## src/hw/rtl/tmam_pkg.sv

```systemverilog
// Shared types and constants of the tiled mirror address map.
// No dependencies; every other file of the block but tmam_div imports this package.
package tmam_pkg;

    // Field widths fixed by the pixel and register formats.
    localparam int COORD_W = 12;
    localparam int DIM_W   = 13;
    localparam int FACT_W  = 11;
    localparam int TILE_W  = 12;
    localparam int MODE_W  = 2;
    localparam int CFG_IDX_W = 2;

    // Default frame dimension limit.
    localparam int MAX_DIM_DEFAULT = 4096;

    // Register stages from input transaction to output register.
    localparam int POST_STAGES = 3;
    localparam int PIPE_DEPTH  = 1 + DIM_W + COORD_W + POST_STAGES;

    // Configuration register indexes.
    typedef enum logic [CFG_IDX_W-1:0] {
        REG_MIRROR_MODE  = 2'd0,
        REG_TILE_FACTOR  = 2'd1,
        REG_FRAME_WIDTH  = 2'd2,
        REG_FRAME_HEIGHT = 2'd3
    } cfg_reg_e;

    // Configuration register contents.
    typedef struct packed {
        logic [MODE_W-1:0] mirror_mode;
        logic [FACT_W-1:0] tile_factor;
        logic [DIM_W-1:0]  frame_width;
        logic [DIM_W-1:0]  frame_height;
    } cfg_t;

    // Per-pixel values set up before the tile divisions.
    typedef struct packed {
        logic [COORD_W-1:0] pix_x;
        logic [COORD_W-1:0] pix_y;
        logic [COORD_W-1:0] coord;
        logic [DIM_W-1:0]   span;
        logic [TILE_W-1:0]  tiles;
        logic               in_frame;
        logic               mode_odd;
        logic               row_axis;
    } prep_t;

    // Values carried through the tile index division.
    typedef struct packed {
        prep_t             prep;
        logic [DIM_W-1:0]  base;
    } stage2_t;

endpackage

```

## src/hw/rtl/tiled_mirror_address_map.sv

```systemverilog
// Top level of the tiled mirror address map: configuration registers and the pipeline.
// Depends on tmam_pkg, tmam_prep, tmam_div and tmam_post.
//
// Usage:
//   The slave stream carries destination pixel coordinates, the master stream
//   carries the source coordinate to read and a flag telling whether the pixel
//   takes a mirrored value. Each input transaction yields exactly one output
//   transaction, in order.
//   The configuration channel writes mirror mode, tile factor, frame width and
//   frame height by index; write it only while the pipeline is empty.
//   Throughput is one pixel per clock unless the receiver stalls. An accepted input
//   transaction passes through one setup stage, 13 stages of the tile size divider,
//   12 stages of the tile index divider and three back-end stages. Each stage holds
//   its data while the next stage is full, so bubbles are squeezed out and input is
//   still taken while a result waits at the output; input stalls only when all 29
//   stages are occupied and the receiver stalls.
//   Reset empties the pipeline and loads mode 1, factor 1 and a 640 x 480 frame.
module tiled_mirror_address_map #(
    parameter int MAX_DIM = tmam_pkg::MAX_DIM_DEFAULT
) (
    input  logic                           clk,
    input  logic                           rst_n,
    // Configuration write channel.
    input  logic                           cfg_valid,
    output logic                           cfg_ready,
    input  logic [tmam_pkg::CFG_IDX_W-1:0] cfg_index,
    input  logic [tmam_pkg::DIM_W-1:0]     cfg_data,
    // Pixel input stream.
    input  logic                           s_axis_tvalid,
    output logic                           s_axis_tready,
    input  logic [23:0]                    s_axis_tdata,  // pix_x[11:0], pix_y[23:12]
    // Source coordinate output stream.
    output logic                           m_axis_tvalid,
    input  logic                           m_axis_tready,
    output logic [23:0]                    m_axis_tdata,  // src_x[11:0], src_y[23:12]
    output logic                           m_axis_tuser   // overwritten
);
    import tmam_pkg::*;

    cfg_t               cfg_reg;
    logic               prep_valid;
    logic               prep_ready;
    prep_t              prep_data;
    logic               div1_valid;
    logic               div1_ready;
    logic [DIM_W-1:0]   div1_quot;
    logic [$bits(prep_t)-1:0]   div1_side;
    stage2_t            s2_in;
    logic               div2_valid;
    logic               div2_ready;
    logic [COORD_W-1:0] div2_quot;
    logic [$bits(stage2_t)-1:0] div2_side;
    logic [COORD_W-1:0] src_x;
    logic [COORD_W-1:0] src_y;

    // Configuration writes are always taken.
    assign cfg_ready = 1'b1;

    always_ff @(posedge clk or negedge rst_n)
    begin
        if (!rst_n)
        begin
            cfg_reg.mirror_mode  <= MODE_W'(1);
            cfg_reg.tile_factor  <= FACT_W'(1);
            cfg_reg.frame_width  <= DIM_W'(640);
            cfg_reg.frame_height <= DIM_W'(480);
        end
        else if (cfg_valid && cfg_ready)
        begin
            unique case (cfg_index)
                REG_MIRROR_MODE:  cfg_reg.mirror_mode  <= cfg_data[MODE_W-1:0];
                REG_TILE_FACTOR:  cfg_reg.tile_factor  <= cfg_data[FACT_W-1:0];
                REG_FRAME_WIDTH:  cfg_reg.frame_width  <= cfg_data;
                REG_FRAME_HEIGHT: cfg_reg.frame_height <= cfg_data;
                default: ;
            endcase
        end
    end

    // Axis choice and tile count.
    tmam_prep #(
        .MAX_DIM(MAX_DIM)
    ) u_prep (
        .clk      (clk),
        .rst_n    (rst_n),
        .cfg      (cfg_reg),
        .in_valid (s_axis_tvalid),
        .in_ready (s_axis_tready),
        .pix_x    (s_axis_tdata[11:0]),
        .pix_y    (s_axis_tdata[23:12]),
        .out_valid(prep_valid),
        .out_ready(prep_ready),
        .out_prep (prep_data)
    );

    // Tile base size: span divided by tile count.
    tmam_div #(
        .NW(DIM_W),
        .DW(TILE_W),
        .SW($bits(prep_t))
    ) u_div_base (
        .clk        (clk),
        .rst_n      (rst_n),
        .in_valid   (prep_valid),
        .in_ready   (prep_ready),
        .in_dividend(prep_data.span),
        .in_divisor (prep_data.tiles),
        .in_side    (prep_data),
        .out_valid  (div1_valid),
        .out_ready  (div1_ready),
        .out_quot   (div1_quot),
        .out_side   (div1_side)
    );

    assign s2_in.prep = prep_t'(div1_side);
    assign s2_in.base = div1_quot;

    // Tile index: coordinate divided by base size.
    tmam_div #(
        .NW(COORD_W),
        .DW(DIM_W),
        .SW($bits(stage2_t))
    ) u_div_tile (
        .clk        (clk),
        .rst_n      (rst_n),
        .in_valid   (div1_valid),
        .in_ready   (div1_ready),
        .in_dividend(s2_in.prep.coord),
        .in_divisor (s2_in.base),
        .in_side    (s2_in),
        .out_valid  (div2_valid),
        .out_ready  (div2_ready),
        .out_quot   (div2_quot),
        .out_side   (div2_side)
    );

    // Mirror arithmetic and output register.
    tmam_post u_post (
        .clk        (clk),
        .rst_n      (rst_n),
        .in_valid   (div2_valid),
        .in_ready   (div2_ready),
        .in_tile    (div2_quot),
        .in_data    (stage2_t'(div2_side)),
        .out_valid  (m_axis_tvalid),
        .out_ready  (m_axis_tready),
        .src_x      (src_x),
        .src_y      (src_y),
        .overwritten(m_axis_tuser)
    );

    assign m_axis_tdata = {src_y, src_x};

endmodule

```

## src/hw/rtl/tmam_prep.sv

```systemverilog
// Entry stage: saturates the frame size, picks the mirror axis and clamps the tile count.
// Depends on tmam_pkg.
module tmam_prep #(
    parameter int MAX_DIM = tmam_pkg::MAX_DIM_DEFAULT
) (
    input  logic                         clk,
    input  logic                         rst_n,
    input  tmam_pkg::cfg_t               cfg,
    input  logic                         in_valid,
    output logic                         in_ready,
    input  logic [tmam_pkg::COORD_W-1:0] pix_x,
    input  logic [tmam_pkg::COORD_W-1:0] pix_y,
    output logic                         out_valid,
    input  logic                         out_ready,
    output tmam_pkg::prep_t              out_prep
);
    import tmam_pkg::*;

    logic              valid_reg;
    prep_t             prep_reg;
    prep_t             prep_next;
    logic [DIM_W-1:0]  w_sat;
    logic [DIM_W-1:0]  h_sat;
    logic [DIM_W-1:0]  span;
    logic [DIM_W-1:0]  half_span;
    logic [DIM_W-1:0]  factor_lim;
    logic [DIM_W-1:0]  factor_ext;
    logic [DIM_W-1:0]  factor_cl;

    // Frame dimensions above the limit are saturated.
    assign w_sat = (int'(cfg.frame_width) > MAX_DIM) ? DIM_W'(MAX_DIM) : cfg.frame_width;
    assign h_sat = (int'(cfg.frame_height) > MAX_DIM) ? DIM_W'(MAX_DIM) : cfg.frame_height;

    // Axis selection and tile count clamp to half the span.
    assign span       = cfg.mirror_mode[1] ? h_sat : w_sat;
    assign half_span  = span >> 1;
    assign factor_lim = (half_span == '0) ? '0 : half_span - DIM_W'(1);
    assign factor_ext = DIM_W'(cfg.tile_factor);
    assign factor_cl  = (factor_ext > factor_lim) ? factor_lim : factor_ext;

    always_comb
    begin
        prep_next.pix_x    = pix_x;
        prep_next.pix_y    = pix_y;
        prep_next.coord    = cfg.mirror_mode[1] ? pix_y : pix_x;
        prep_next.span     = span;
        prep_next.tiles    = TILE_W'(factor_cl + DIM_W'(1));
        prep_next.in_frame = (DIM_W'(pix_x) < w_sat) && (DIM_W'(pix_y) < h_sat);
        prep_next.mode_odd = cfg.mirror_mode[0];
        prep_next.row_axis = cfg.mirror_mode[1];
    end

    assign in_ready = !valid_reg || out_ready;

    // Valid flag of the stage.
    always_ff @(posedge clk or negedge rst_n)
    begin
        if (!rst_n)
            valid_reg <= 1'b0;
        else if (in_ready)
            valid_reg <= in_valid;
    end

    // Payload of the stage.
    always_ff @(posedge clk)
    begin
        if (in_ready)
            prep_reg <= prep_next;
    end

    assign out_valid = valid_reg;
    assign out_prep  = prep_reg;

endmodule

```

## src/hw/rtl/tmam_div.sv

```systemverilog
// Pipelined restoring divider, one quotient bit per register stage, with a sideband word.
// No package dependencies.
module tmam_div #(
    parameter int NW = 13,
    parameter int DW = 12,
    parameter int SW = 8
) (
    input  logic          clk,
    input  logic          rst_n,
    input  logic          in_valid,
    output logic          in_ready,
    input  logic [NW-1:0] in_dividend,
    input  logic [DW-1:0] in_divisor,
    input  logic [SW-1:0] in_side,
    output logic          out_valid,
    input  logic          out_ready,
    output logic [NW-1:0] out_quot,
    output logic [SW-1:0] out_side
);

    // Stage registers; slot k of the st_* arrays is the input of stage k.
    logic          valid_reg [NW];
    logic [DW-1:0] rem_reg   [NW];
    logic [NW-1:0] dq_reg    [NW];
    logic [DW-1:0] dvs_reg   [NW];
    logic [SW-1:0] side_reg  [NW];

    logic          st_valid [NW+1];
    logic [DW-1:0] st_rem   [NW+1];
    logic [NW-1:0] st_dq    [NW+1];
    logic [DW-1:0] st_dvs   [NW+1];
    logic [SW-1:0] st_side  [NW+1];

    logic [DW-1:0] rem_next [NW];
    logic [NW-1:0] dq_next  [NW];
    logic [NW:0]   rdy;

    assign st_valid[0] = in_valid;
    assign st_rem[0]   = '0;
    assign st_dq[0]    = in_dividend;
    assign st_dvs[0]   = in_divisor;
    assign st_side[0]  = in_side;
    assign rdy[NW]     = out_ready;

    for (genvar k = 0; k < NW; k++)
    begin : g_stage
        logic [DW:0] trial;
        logic [DW:0] diff;
        logic        ge;

        // One restoring step: shift in the next dividend bit and try a subtract.
        assign trial = {st_rem[k], st_dq[k][NW-1]};
        assign ge    = trial >= {1'b0, st_dvs[k]};
        assign diff  = trial - {1'b0, st_dvs[k]};
        assign rem_next[k] = ge ? diff[DW-1:0] : trial[DW-1:0];
        assign dq_next[k]  = {st_dq[k][NW-2:0], ge};

        // A stage takes new data when it is empty or its successor moves.
        assign rdy[k] = !valid_reg[k] || rdy[k+1];

        always_ff @(posedge clk or negedge rst_n)
        begin
            if (!rst_n)
                valid_reg[k] <= 1'b0;
            else if (rdy[k])
                valid_reg[k] <= st_valid[k];
        end

        always_ff @(posedge clk)
        begin
            if (rdy[k])
            begin
                rem_reg[k]  <= rem_next[k];
                dq_reg[k]   <= dq_next[k];
                dvs_reg[k]  <= st_dvs[k];
                side_reg[k] <= st_side[k];
            end
        end

        assign st_valid[k+1] = valid_reg[k];
        assign st_rem[k+1]   = rem_reg[k];
        assign st_dq[k+1]    = dq_reg[k];
        assign st_dvs[k+1]   = dvs_reg[k];
        assign st_side[k+1]  = side_reg[k];
    end

    assign in_ready  = rdy[0];
    assign out_valid = st_valid[NW];
    assign out_quot  = st_dq[NW];
    assign out_side  = st_side[NW];

endmodule

```

## src/hw/rtl/tmam_post.sv

```systemverilog
// Back end: tile offset and size, mirror test and source coordinate, in three stages.
// Depends on tmam_pkg.
module tmam_post (
    input  logic                         clk,
    input  logic                         rst_n,
    input  logic                         in_valid,
    output logic                         in_ready,
    input  logic [tmam_pkg::TILE_W-1:0]  in_tile,
    input  tmam_pkg::stage2_t            in_data,
    output logic                         out_valid,
    input  logic                         out_ready,
    output logic [tmam_pkg::COORD_W-1:0] src_x,
    output logic [tmam_pkg::COORD_W-1:0] src_y,
    output logic                         overwritten
);
    import tmam_pkg::*;

    localparam int PROD_W = TILE_W + DIM_W;

    // Stage A: clamped tile index and tile offset.
    logic              a_valid_reg;
    prep_t             a_prep_reg;
    logic [DIM_W-1:0]  a_base_reg;
    logic [DIM_W-1:0]  a_off_reg;
    logic              a_last_reg;
    logic [TILE_W-1:0] tiles_m1;
    logic [TILE_W-1:0] tile_cl;
    logic [PROD_W-1:0] prod;

    // Stage B: tile size and local coordinate.
    logic              b_valid_reg;
    prep_t             b_prep_reg;
    logic [DIM_W-1:0]  b_off_reg;
    logic [DIM_W-1:0]  b_w_reg;
    logic [DIM_W-1:0]  b_local_reg;
    logic [DIM_W-1:0]  w_next;
    logic [DIM_W-1:0]  local_next;

    // Stage C: output register.
    logic               c_valid_reg;
    logic [COORD_W-1:0] src_x_reg;
    logic [COORD_W-1:0] src_y_reg;
    logic               hit_reg;
    logic [DIM_W-1:0]   half;
    logic               hit_raw;
    logic               hit_next;
    logic [DIM_W-1:0]   mirrored;

    logic rdy_a;
    logic rdy_b;
    logic rdy_c;

    assign rdy_c    = !c_valid_reg || out_ready;
    assign rdy_b    = !b_valid_reg || rdy_c;
    assign rdy_a    = !a_valid_reg || rdy_b;
    assign in_ready = rdy_a;

    // The last tile absorbs any index past it.
    assign tiles_m1 = in_data.prep.tiles - TILE_W'(1);
    assign tile_cl  = (in_tile > tiles_m1) ? tiles_m1 : in_tile;
    assign prod     = PROD_W'(tile_cl) * PROD_W'(in_data.base);

    always_ff @(posedge clk or negedge rst_n)
    begin
        if (!rst_n)
            a_valid_reg <= 1'b0;
        else if (rdy_a)
            a_valid_reg <= in_valid;
    end

    always_ff @(posedge clk)
    begin
        if (rdy_a)
        begin
            a_prep_reg <= in_data.prep;
            a_base_reg <= in_data.base;
            a_off_reg  <= prod[DIM_W-1:0];
            a_last_reg <= (tile_cl == tiles_m1);
        end
    end

    // The last tile takes the remainder of the span.
    assign w_next     = a_last_reg ? (a_prep_reg.span - a_off_reg) : a_base_reg;
    assign local_next = DIM_W'(a_prep_reg.coord) - a_off_reg;

    always_ff @(posedge clk or negedge rst_n)
    begin
        if (!rst_n)
            b_valid_reg <= 1'b0;
        else if (rdy_b)
            b_valid_reg <= a_valid_reg;
    end

    always_ff @(posedge clk)
    begin
        if (rdy_b)
        begin
            b_prep_reg  <= a_prep_reg;
            b_off_reg   <= a_off_reg;
            b_w_reg     <= w_next;
            b_local_reg <= local_next;
        end
    end

    // Mirror test within the tile and the reflected coordinate.
    assign half     = b_w_reg >> 1;
    assign hit_raw  = b_prep_reg.mode_odd ? (b_local_reg < half)
                                          : (b_local_reg >= (b_w_reg - half));
    assign hit_next = hit_raw && b_prep_reg.in_frame;
    assign mirrored = b_off_reg + (b_w_reg - DIM_W'(1) - b_local_reg);

    always_ff @(posedge clk or negedge rst_n)
    begin
        if (!rst_n)
            c_valid_reg <= 1'b0;
        else if (rdy_c)
            c_valid_reg <= b_valid_reg;
    end

    always_ff @(posedge clk)
    begin
        if (rdy_c)
        begin
            src_x_reg <= (hit_next && !b_prep_reg.row_axis) ? mirrored[COORD_W-1:0]
                                                           : b_prep_reg.pix_x;
            src_y_reg <= (hit_next && b_prep_reg.row_axis) ? mirrored[COORD_W-1:0]
                                                          : b_prep_reg.pix_y;
            hit_reg   <= hit_next;
        end
    end

    assign out_valid   = c_valid_reg;
    assign src_x       = src_x_reg;
    assign src_y       = src_y_reg;
    assign overwritten = hit_reg;

endmodule

```

## config.mk

```make
export PLATFORM = sky130hd
export DESIGN_NAME = tiled_mirror_address_map
export DESIGN_NICKNAME = d
export VERILOG_FILES = /design/src/hw/rtl/tmam_pkg.sv /design/src/hw/rtl/tiled_mirror_address_map.sv /design/src/hw/rtl/tmam_prep.sv /design/src/hw/rtl/tmam_div.sv /design/src/hw/rtl/tmam_post.sv
export SDC_FILE = /design/constraint.sdc
export NUM_CORES = 2
export LEC_CHECK = 0
export BUFFER_PORTS_ARGS = -buffer_cell sky130_fd_sc_hd__buf_4
export CORE_ASPECT_RATIO = 0.9
export CORE_MARGIN = 2
export CORE_UTILIZATION = 65
export CTS_BUF_LIST = sky130_fd_sc_hd__clkbuf_4
export CTS_CLUSTER_DIAMETER = 100
export DETAILED_ROUTE_END_ITERATION = 12
export HOLD_SLACK_MARGIN = 0.1
export PLACE_DENSITY = 0.82
export SLEW_MARGIN = 40
export SYNTH_ARGS = -nofsm -noshare
export SYNTH_HDL_FRONTEND = slang
export SYNTH_HIERARCHICAL = 1
export SYNTH_SLANG_ARGS = --single-unit
```

## constraint.sdc

```tcl
create_clock -name clk -period 79.7 [get_ports clk]
set_input_delay 15.94 -clock clk [delete_from_list [all_inputs] [get_ports clk]]
set_output_delay 15.94 -clock clk [all_outputs]
set_load 0.05 [all_outputs]
```

==> out/qor.csv <==
metric,value,unit
grt_max_degree,87,
clk_path_buf_depth,4,
via_per_inst,5.54,
die_area,183000,um2
worst-endpoint-arrival,23030,ps
grt_pass1_wl,318000,um
cpMaxStageDelayCell,nor2_1,
status,finished clean,
synth_area_leaders,"edfxtp_1 (74%), ha_1 (4.7%), mux2_2 (2.2%), inv_1 (1.9%), fa_1 (1.5%)",
placed_cells,9050,
antenna_found_initial,2,
r2r_slack,71560,ps
die_y,406,um
finalSetupViolCount,0,
cts.clk_slew.worst_paths,70,ps
crit_fanout,66,
drt_iter0_markers,3749,
firstDrtPassIters,5,
startpoint,m_axis_tready,
worst_pin_slew,822,ps
fp-row-count,147,
cts_resized,0,
wl_per_cell,19.5,um
critPathKind,primary input to primary output,
r2r_cells,26,
end_kind,primary output,
drv_cap,0,
hold_viol,0,
ant_nets,0,
pin_count,72,
grt.total_usage,22.4,%
rsz0062_at_grt,false,
drt-total-wl,200000,um
cp_cell_sequence,buf_4 -> nand4b_1 -> and3b_1 -> and4_1 -> and2_1 -> inv_4 -> nor2_2 -> nand3_4 -> and3b_1 -> and4_1 -> and2_1 -> clkinv_2 -> nor2_1 -> nand4_1 -> buf_4 -> nand2b_2 -> buf_6 -> buf_4,
postSynthAreaPerCell,17.3,um2
clock_latency,1330,ps
synth_top_area_share,74.1,%
fin_crit_sh,48.9,%
cts_hold_buf,0,
period_needed,38970,ps
syn_nets,7304,
num_vias,56700,
r2r_end,u_post/a_off_reg[12],
cts_tree,built,
dp_slack,40520,ps
slowest_delay,640,ps
start_kind,primary input,
syn-instance-count,6737,
coreArea,178000,um2
grt_pass1_vias,59300,
cts-root-buf,clkbuf_4,
ys_async_sr_fraction,2.31,%
ys_seq_area_share,75.6,%
cts_buffers,681,
rr_startpoint,u_div_tile/side_reg[2][247],
layout.nets,7917,
layout-drive-gt1-share,20.2,%
drc,0,
area_growth,9.87,%
synth-seq-cells,2944,
relSlewSlack,45.0,%
finalMaxSlewViolations,0,
crit_path_end,s_axis_tready,
synthDistinctLibCells,125,
hpwl,135000,um
yosysTopAreaCell,edfxtp_1,
fin_cells,10200,
path_common_cell,buf_4,
min_from,u_div_base/side_reg[0][61],
initial_core_util,65.4,%
min_path_type,flop to flop,
die_x,450,um
synth-edff-count,2876,
yosys_warnings,6,
placement.io_buffers,70,
worstPathRequired,63760,ps
tns,0,ps
cts_max_level,6,
grt_overflow_total,0,
skew,106,ps
largest_reg_flops,924,
synth_area,116000,um2
fmaxAchievable,25.7,MHz
post_cts_buffers,0,
yosys_most_used_dff,edfxtp_1,
clock-sinks,2944,
place_congestion,0.889,
final_util,71.8,%
worst_slack,40730,ps
==> per-stage QoR <==
stage,hold slack (ps),area (um2)
floorplan,400,116000
global placement,400,119000
detailed placement,405,119000
CTS,369,128000
global route,355,128000
finish,382,128000
==> cells in the final DEF, fill, tap and decap left out, types with 53 or more instances in the layout <==
master	netlist	routed
nand2b_1	70	66
mux2i_1	80	78
clkinv_1	0	121
edfxtp_1	2876	2876
inv_1	584	576
o21ai_0	155	154
o21a_1	71	71
xor2_1	78	78
a21oi_1	260	260
mux2_2	224	224
nand2_1	248	242
nor2b_1	76	76
ha_1	438	438
nor3_1	72	72
mux2_4	60	60
and2_1	53	53
dfrtp_1	60	60
a21o_1	75	75
clkbuf_4	0	1000
fa_1	85	85
xnor2_1	169	169
nor2_1	205	204
buf_4	118	87
==> area by class of cell <==
class / instances / area (um2)
sequential: 2944 / 88100
clock buffer: 1000 / 7510
inverter: 585 / 2210
tap: 2384 / 2980
antenna: 9 / 22.5
multi-input combinational: 3023 / 25100
clock inverter: 171 / 1080
timing repair buffer: 115 / 1010
fill: 10400 / 50300
==> kinds of logic (layout without fill, tap and decap cells) <==
logic type               count (synthesis)  after routing  synth area share (%)
AND/OR/NAND/NOR                       1001           1001                  4.53
adder cells (fa/ha/maj)                524            524                  6.17
flip-flops                            2944           2944                  75.6
multiplexers                           371            371                  3.71
AO/OA/AOI/OAI                          879            879                  5.10
XOR/XNOR                               247            247                  1.86
buffers and inverters                  770           1871                  3.01
other                                    1             10               0.00322
==> critical path: cells and delay by family <==
kind,cells,cell delay (ps)
buffers and inverters,6,1820
AND/OR/NAND/NOR,12,5210
==> routing by layer <==
metal	up-vias	part of all wire [%]	routed length [um]	global-route usage, %
li1	27000	-	-	-
met1	27600	38	75900	26.0
met2	1702	54	108000	40.4
met3	428	4.7	9430	4.47
met4	0	3.5	7040	9.88
met5	-	0	0	0
==> how the worst min path moves through the flow <==
stage | endpoint | cells past startpoint
after floorplan | u_div_base/dq_reg[0][100] | 0
after global routing | u_div_tile/side_reg[0][155] | 0
after CTS | u_div_tile/side_reg[0][155] | 0
after global placement | u_div_base/side_reg[10][19] | 0
final | u_div_base/side_reg[1][61] | 0
after detailed placement | u_div_base/dq_reg[0][25] | 0
==> cell usage after synthesis, drive strengths merged (75+ instances only) <==
cell type  instances
edfxtp          2876
inv              585
ha               438
mux2             288
a21oi            262
nand2            250
nor2             205
xnor2            169
o21ai            159
buf              149
a21o              85
fa                85
mux2i             83
nor2b             80
xor2              78
nor3              75
Power is not shown: default switching activity piles up to over one toggle a cycle in this logic, so the estimate is an artifact.
